--- config.mk ---
export PLATFORM = sky130hd
export DESIGN_NAME = gregorian_date_add_days
export DESIGN_NICKNAME = d
export VERILOG_FILES = /design/src/gdad_pkg.sv /design/src/gdad_sub.sv /design/src/gregorian_date_add_days.sv
export SDC_FILE = /design/constraint.sdc
export NUM_CORES = 1
export LEC_CHECK = 0
export ABC_AREA = 1
export BUFFER_PORTS_ARGS = -buffer_cell sky130_fd_sc_hd__buf_4
export CORE_MARGIN = 2
export CORE_UTILIZATION = 45
export CTS_CLUSTER_DIAMETER = 30
export DETAILED_ROUTE_END_ITERATION = 16
export GPL_ROUTABILITY_DRIVEN = 0
export PLACE_DENSITY_LB_ADDON = 0.3
export SYNTH_ARGS = -nofsm -noshare
export SYNTH_HDL_FRONTEND = slang
export SYNTH_HIERARCHICAL = 1
export SYNTH_SLANG_ARGS = --single-unit
--- constraint.sdc ---
create_clock -name clk -period 4.6 [get_ports clk]
set_input_delay 0.23 -clock clk [delete_from_list [all_inputs] [get_ports clk]]
set_output_delay 0.23 -clock clk [all_outputs]
set_load 0.01 [all_outputs]
--- src/gdad_pkg.sv ---
// Package with shared constants, types and calendar functions for the date adder.
`timescale 1ns / 1ps
package gdad_pkg;

	localparam int MonthW = 4;
	localparam int DayW   = 5;
	localparam int YearW  = 14;
	localparam int CountW = 16;
	localparam int CycW   = 9;

	localparam logic [YearW-1:0]  YearMax   = {YearW{1'b1}};
	localparam logic [CountW-1:0] Cycle400  = CountW'(400);
	localparam logic [CycW-1:0]   CycLast   = CycW'(399);
	localparam logic [CycW-1:0]   Cent1     = CycW'(100);
	localparam logic [CycW-1:0]   Cent2     = CycW'(200);
	localparam logic [CycW-1:0]   Cent3     = CycW'(300);
	localparam logic [MonthW-1:0] MonJan    = MonthW'(1);
	localparam logic [MonthW-1:0] MonFeb    = MonthW'(2);
	localparam logic [MonthW-1:0] MonDec    = MonthW'(12);
	localparam logic [DayW-1:0]   DayFirst  = DayW'(1);

	// Result of the shared compare-subtract unit.
	typedef struct packed {
		logic              ge;
		logic [CountW-1:0] diff;
	} sub_res_t;

	// Leap test on the year's position within the 400-year cycle.
	function automatic logic is_leap(input logic [CycW-1:0] cyc);
		is_leap = (cyc[1:0] == 2'b00) && (cyc != Cent1) && (cyc != Cent2)
			&& (cyc != Cent3);
	endfunction

	function automatic logic [DayW-1:0] month_days(input logic [MonthW-1:0] m,
		input logic leap);
		logic [DayW-1:0] n;
		unique case (m)
			4'd2:                    n = leap ? DayW'(29) : DayW'(28);
			4'd4, 4'd6, 4'd9, 4'd11: n = DayW'(30);
			default:                 n = DayW'(31);
		endcase
		month_days = n;
	endfunction

endpackage

--- src/gdad_sub.sv ---
// Shared compare-subtract unit used for cycle reduction and the month walk.
`timescale 1ns / 1ps
module gdad_sub (
	input  logic [gdad_pkg::CountW-1:0] a,
	input  logic [gdad_pkg::CountW-1:0] b,
	output gdad_pkg::sub_res_t          res
);

	logic [gdad_pkg::CountW:0] wide;

	assign wide     = {1'b0, a} - {1'b0, b};
	assign res.ge   = ~wide[gdad_pkg::CountW];
	assign res.diff = wide[gdad_pkg::CountW-1:0];

endmodule

--- src/gregorian_date_add_days.sv ---
// Top level of the Gregorian date adder: sequencer, walk registers and output register.
`timescale 1ns / 1ps
// Usage
//   Input channel: month, day, year, day_count qualified by in_valid; a transfer
//   happens at a rising edge with in_valid high and in_stall low. in_stall is high
//   from the cycle after a transfer until the sequencer returns to idle.
//   Output channel: new_month, new_day, new_year qualified by out_valid; the
//   receiver holds out_stall high to hold the result, which then stays unchanged.
//   Out-of-range months and days are clamped before the walk starts.
// Sequence
//   One transfer passes through: reduction steps that place the year in the 400-year
//   leap cycle, a clamp step, then one step per month crossed plus one or two closing
//   steps (the last partial month, then loading the result). The month walk
//   dominates: 65535 days cross about 2153 months. The reduction and the month walk
//   run through the single compare-subtract unit, one step per cycle.
//   A new item can be taken while the previous result waits on out_stall; its
//   walk then holds at the end until the output register is free.
// Reset
//   arst_n low clears the sequencer to idle and drops out_valid; no clearing pass.
module gregorian_date_add_days (
	input  logic                          clk,
	input  logic                          arst_n,
	input  logic                          in_valid,
	output logic                          in_stall,
	input  logic [gdad_pkg::MonthW-1:0]   month,
	input  logic [gdad_pkg::DayW-1:0]     day,
	input  logic [gdad_pkg::YearW-1:0]    year,
	input  logic [gdad_pkg::CountW-1:0]   day_count,
	output logic                          out_valid,
	input  logic                          out_stall,
	output logic [gdad_pkg::MonthW-1:0]   new_month,
	output logic [gdad_pkg::DayW-1:0]     new_day,
	output logic [gdad_pkg::YearW-1:0]    new_year
);

	typedef enum logic [1:0] {
		ST_IDLE,
		ST_REDUCE,
		ST_CLAMP,
		ST_WALK
	} state_t;

	state_t                          state_q;
	logic [gdad_pkg::MonthW-1:0]     month_q;
	logic [gdad_pkg::DayW-1:0]       day_q;
	logic [gdad_pkg::YearW-1:0]      year_q;
	logic [gdad_pkg::CountW-1:0]     left_q;
	logic [gdad_pkg::YearW-1:0]      rem_q;
	logic                            out_valid_q;
	logic [gdad_pkg::MonthW-1:0]     new_month_q;
	logic [gdad_pkg::DayW-1:0]       new_day_q;
	logic [gdad_pkg::YearW-1:0]      new_year_q;

	logic                            in_xfer;
	logic                            out_free;
	logic                            out_load;
	logic                            leap;
	logic [gdad_pkg::DayW-1:0]       mlen;
	logic [gdad_pkg::DayW-1:0]       rest;
	logic [gdad_pkg::CountW-1:0]     sub_a;
	logic [gdad_pkg::CountW-1:0]     sub_b;
	gdad_pkg::sub_res_t              sub_res;
	logic [gdad_pkg::MonthW-1:0]     month_clamped;

	assign in_stall  = (state_q != ST_IDLE);
	assign in_xfer   = in_valid && !in_stall;
	assign out_valid = out_valid_q;
	assign new_month = new_month_q;
	assign new_day   = new_day_q;
	assign new_year  = new_year_q;
	// Output register is free when empty or being taken this cycle.
	assign out_free  = !out_valid_q || !out_stall;
	// Load the finished date once the walk is done and the register is free.
	assign out_load  = (state_q == ST_WALK) && (left_q == '0) && out_free;

	// Leap status and length of the current month.
	assign leap = gdad_pkg::is_leap(rem_q[gdad_pkg::CycW-1:0]);
	assign mlen = gdad_pkg::month_days(month_q, leap);
	assign rest = mlen - day_q;

	// Clamp month to 1..12 on entry.
	always_comb begin
		if (month == '0) begin
			month_clamped = gdad_pkg::MonJan;
		end else if (month > gdad_pkg::MonDec) begin
			month_clamped = gdad_pkg::MonDec;
		end else begin
			month_clamped = month;
		end
	end

	// Feed the shared unit: cycle reduction or the days up to the 1st of the next month.
	always_comb begin
		if (state_q == ST_REDUCE) begin
			sub_a = gdad_pkg::CountW'(rem_q);
			sub_b = gdad_pkg::Cycle400;
		end else begin
			sub_a = left_q;
			sub_b = gdad_pkg::CountW'(rest) + gdad_pkg::CountW'(1);
		end
	end

	gdad_sub u_sub (
		.a   (sub_a),
		.b   (sub_b),
		.res (sub_res)
	);

	always_ff @(posedge clk or negedge arst_n) begin
		if (!arst_n) begin
			state_q     <= ST_IDLE;
			out_valid_q <= 1'b0;
		end else begin
			// Raise valid on a load; drop it once the receiver takes the result.
			if (out_load) begin
				out_valid_q <= 1'b1;
			end else if (!out_stall) begin
				out_valid_q <= 1'b0;
			end
			unique case (state_q)
				ST_IDLE: begin
					if (in_xfer) begin
						month_q <= month_clamped;
						day_q   <= day;
						year_q  <= year;
						rem_q   <= year;
						left_q  <= day_count;
						state_q <= ST_REDUCE;
					end
				end
				ST_REDUCE: begin
					// Subtract 400 until the year sits inside one leap cycle.
					if (sub_res.ge) begin
						rem_q <= sub_res.diff[gdad_pkg::YearW-1:0];
					end else begin
						state_q <= ST_CLAMP;
					end
				end
				ST_CLAMP: begin
					// Clamp the day to 1..length of the starting month.
					if (day_q == '0) begin
						day_q <= gdad_pkg::DayFirst;
					end else if (day_q > mlen) begin
						day_q <= mlen;
					end
					state_q <= ST_WALK;
				end
				ST_WALK: begin
					if (left_q == '0) begin
						// Hold here until the output register frees up.
						if (out_load) begin
							new_month_q <= month_q;
							new_day_q   <= day_q;
							new_year_q  <= year_q;
							state_q     <= ST_IDLE;
						end
					end else if (sub_res.ge) begin
						// Use up the month and advance to the 1st of the next.
						left_q <= sub_res.diff;
						day_q  <= gdad_pkg::DayFirst;
						if (month_q == gdad_pkg::MonDec) begin
							month_q <= gdad_pkg::MonJan;
							if (year_q == gdad_pkg::YearMax) begin
								year_q <= '0;
								rem_q  <= '0;
							end else begin
								year_q <= year_q + gdad_pkg::YearW'(1);
								if (rem_q[gdad_pkg::CycW-1:0] == gdad_pkg::CycLast) begin
									rem_q <= '0;
								end else begin
									rem_q <= rem_q + gdad_pkg::YearW'(1);
								end
							end
						end else begin
							month_q <= month_q + gdad_pkg::MonthW'(1);
						end
					end else begin
						// Remaining count fits inside this month.
						day_q  <= day_q + left_q[gdad_pkg::DayW-1:0];
						left_q <= '0;
					end
				end
				default: begin
					state_q <= ST_IDLE;
				end
			endcase
		end
	end

	// A transfer always starts the leap-cycle reduction.
	a_start_reduce: assert property (@(posedge clk) disable iff (!arst_n)
		in_xfer |=> state_q == ST_REDUCE)
		else $error("transfer did not start reduction");

	// Month stays in range during the walk.
	a_month_range: assert property (@(posedge clk) disable iff (!arst_n)
		state_q == ST_WALK |-> (month_q != '0) && (month_q <= gdad_pkg::MonDec))
		else $error("month out of range during walk");

	// Day never exceeds the month length during the walk.
	a_day_range: assert property (@(posedge clk) disable iff (!arst_n)
		state_q == ST_WALK |-> (day_q != '0) && (day_q <= mlen))
		else $error("day out of range during walk");

	// Cycle position stays below 400 once reduction ends.
	a_cycle_range: assert property (@(posedge clk) disable iff (!arst_n)
		(state_q == ST_CLAMP || state_q == ST_WALK) |->
			rem_q < gdad_pkg::YearW'(400))
		else $error("leap cycle position out of range");

	// A finished result is never overwritten while stalled.
	a_no_overwrite: assert property (@(posedge clk) disable iff (!arst_n)
		(state_q == ST_WALK && left_q == '0 && out_valid_q && out_stall)
			|=> state_q == ST_WALK)
		else $error("result loaded over a stalled one");

endmodule
==> impl_metrics.yaml <==
status:
  status: "finished clean"
worst_setup_path:
  setup.worst_path.start_class: "register"
  critPathArrivalTime_ns: 4.60
  crit_family: "adder cells"
  critPathSlowestCell: "fa_2"
  cp_common_cell: "nand3_2"
  end_kind: "register"
  worstPathMaxFanout: 7
  worstSetupPathType: "register to register"
  path_buf_inv: 5
  required_ns: 4.66
  critPathMaxStageDelay_ns: 0.56
clock_network:
  htreeDepth: 3
  clk_pin_slew_ns: 0.07
  cts_made_buffers: 9
  insertion_delay_ns: 0.35
  cts.sinks: 79
  cts_buffer_depth: 2
  root_buffer: "clkbuf_16"
  cts_tree: "built"
timing:
  period_minus_slack_ns: 4.54
  slew_headroom: 0.478
  hold_viol: 0
  setup_viol: 0
  finalSetupTns_ns: 0
  fin_ws_ns: 0.0607
  rsz0062_at_grt: "yes"
  timing.final.crit_share: 0.987
  skew_ns: 0.0109
  tightest_slew_ns: 0.782
  maxSlewViolCount: 0
  fmax_mhz: 220
die:
  die-height_um: 119
  io_pins: 68
  core-area_sq_um: 12700
  die_area_sq_um: 14100
  num_rows: 41
  dieWidth_um: 119
  start_util: 0.465
drt:
  post_drt_wl_per_cell_um: 15.2
  dr.pass1.iters: 6
  postRouteWirelength_um: 16000
  num_vias: 5417
  drtAntennaViolNets: 0
  drt-initial-drc-count: 500
  vias_per_cell: 5.17
  drc: 0
logic_synthesis:
  ys_warn_count: 6
  synth_cells: 773
  yosys.area_share.adder: 0.0843
  ys.flop_type: "edfxtp_1"
  netlist_area_sq_um: 5910
  synth_top_family_by_area: "simple AND/OR/NAND/NOR gates"
  synth.mux.area_fraction: 0
  synthDistinctLibCells: 45
  async_flop_share: 0.0380
  syn_area_per_cell_sq_um: 7.65
  synth_xor_area_frac: 0.0341
  synth_compound_area_frac: 0.0976
  synth_simple_gate_area_frac: 0.295
  synth-edff-count: 76
  ys_seq_area_frac: 0.399
  synth_seq_cells: 79
grt:
  grt_pass1_vias: 4951
  gr-total-overflow: 0
  grt_pass1_wl_um: 24700
  antenna_found_initial: 0
  grt_max_degree: 39
  grt_use_total: 0.222
layout:
  layout-drive-gt1-share: 0.221
  nets: 951
  n_antenna_cell: 0
  layout_common_cells: "nand2_1 (226), inv_1 (109), buf_4 (91)"
  area_growth_pct: 24.2
  mostFrequentLayoutCell: "nand2_1"
  final_core_util: 0.577
worst_hold_path:
  hold_class: "input pin to register"
power_and_ir_drop:
  pwr_density_cell_nw_per_um2: 825
  p_leak_uw: 0.00341
  ir_drop_v: 0.000382
placement:
  pre_cts_ws_ns: -0.0335
  io_buffers: 67
  dpl.hpwl_um: 11700
job:
  drv_cap: 0
worst register-to-register path: stages, from the launching register on:
cell,delay [ns]
edfxtp_1,0.46
inv_2,0.13
ha_4,0.15
nand3_2,0.10
nor2_1,0.10
nand3_1,0.11
and2_4,0.19
ha_4,0.16
fa_2,0.56
inv_1,0.05
ha_2,0.17
inv_2,0.06
o21ai_0,0.09
a21oi_1,0.19
inv_1,0.10
ha_4,0.30
nand3_1,0.09
nand3_2,0.11
nand3_2,0.10
nand3_2,0.10
nand2_2,0.07
nand2_4,0.08
nor2_4,0.04
a21oi_2,0.14
nand3_2,0.12
a21oi_4,0.26
clkbuf_16,0.22
final timing paths:
path | start | endpoint | slack (ns) | cells past startpoint
setup reg to reg | month_q[0] | year_q[12] | 0.06 | 26
hold / removal | out_stall | out_valid | 0.11 | 3
hold reg to reg | year_q[1] | new_year[1] | 0.50 | 0
max in group asynchronous | arst_n | state_q[0] | 4.25 | 2
min in group asynchronous | arst_n | state_q[1] | 0.24 | 2
setup / recovery | month_q[0] | year_q[12] | 0.06 | 26
area by class of cell:
class                   count  area [sq um]
fillers                  1175          5380
multi-input cells         567          3250
flip-flops and latches     79          2360
repair buffers             96           769
inverters                 117           439
clock buffers               9           225
well taps                 172           215
clock inverters             7          80.1
synthesized netlist by cell type, types with 3 or more instances:
cell,instances,share of area
o22ai_1,5,0.0053
nand3_1,63,0.053
nor2_1,58,0.037
a21oi_1,19,0.016
or2_2,4,0.0042
xor2_1,15,0.022
xnor2_1,8,0.012
nand4_1,6,0.0064
nor3_1,11,0.0093
nor2_4,5,0.0095
fa_1,3,0.010
dfrtp_1,3,0.013
buf_2,10,0.0085
o21ai_0,35,0.030
inv_2,4,0.0025
edfxtp_1,76,0.39
o211ai_1,3,0.0038
a22oi_1,7,0.0089
nand2_1,235,0.15
o21ai_2,10,0.015
inv_1,113,0.072
o21ai_1,4,0.0034
ha_1,35,0.074
clkbuf_1,4,0.0025
nand2_2,9,0.0095
routing by layer:
layer	GRT usage	share of wire	up-vias
li1	-	-	2715
met1	0.314	0.44	2462
met2	0.348	0.47	214
met3	0.0386	0.079	26
met4	0.0647	0.018	0
met5	0	0	-
cells by family after synthesis:
logic type,Yosys count
AND/OR/NAND/NOR,403
XOR/XNOR,23
adder cells (fa/ha/maj),38
flip-flops,79
AO/OA/AOI/OAI,95
buffers and inverters,134
other,1
per-stage QoR:
stage          hold WS [ns]  cell area (sq um)  instances  total power, uW
2_1_floorplan       -0.0656               5940        780             3840
3_3_place_gp         0.0324               6710       1017             4750
3_5_place_dp         0.0324               6710       1017             4790
4_1_cts               0.122               7040       1035             5570
5_1_grt               0.125               7340       1047             6560
6_report              0.115               7340       1047             6060
what timing repair did:
item                                   in CTS  in global routing
resized for setup                           3                 43
endpoints found under the hold margin       3                  0
gates cloned                                0                  1
setup buffers                               1                 11
hold buffers                                1                  0
setup endpoints to repair                  16                 38
pin swaps                                   0                 21
report_power, final:
group	switching, uW	internal (uW)	total (uW)	leakage [uW]
registers	239	1150	1390	0.000739
logic	2460	1460	3920	0.00253
clock network	315	428	743	0.000148
flip-flops by register name, indices dropped and copies added, names as in the netlist:
register and count:
out_valid 1, rem_q 14, day_q 5, left_q 16
new_month 4, year_q 14, month_q 4, new_year 14
new_day 5, state_q 2
No activity file was read; power rests on OpenSTA's default activity.
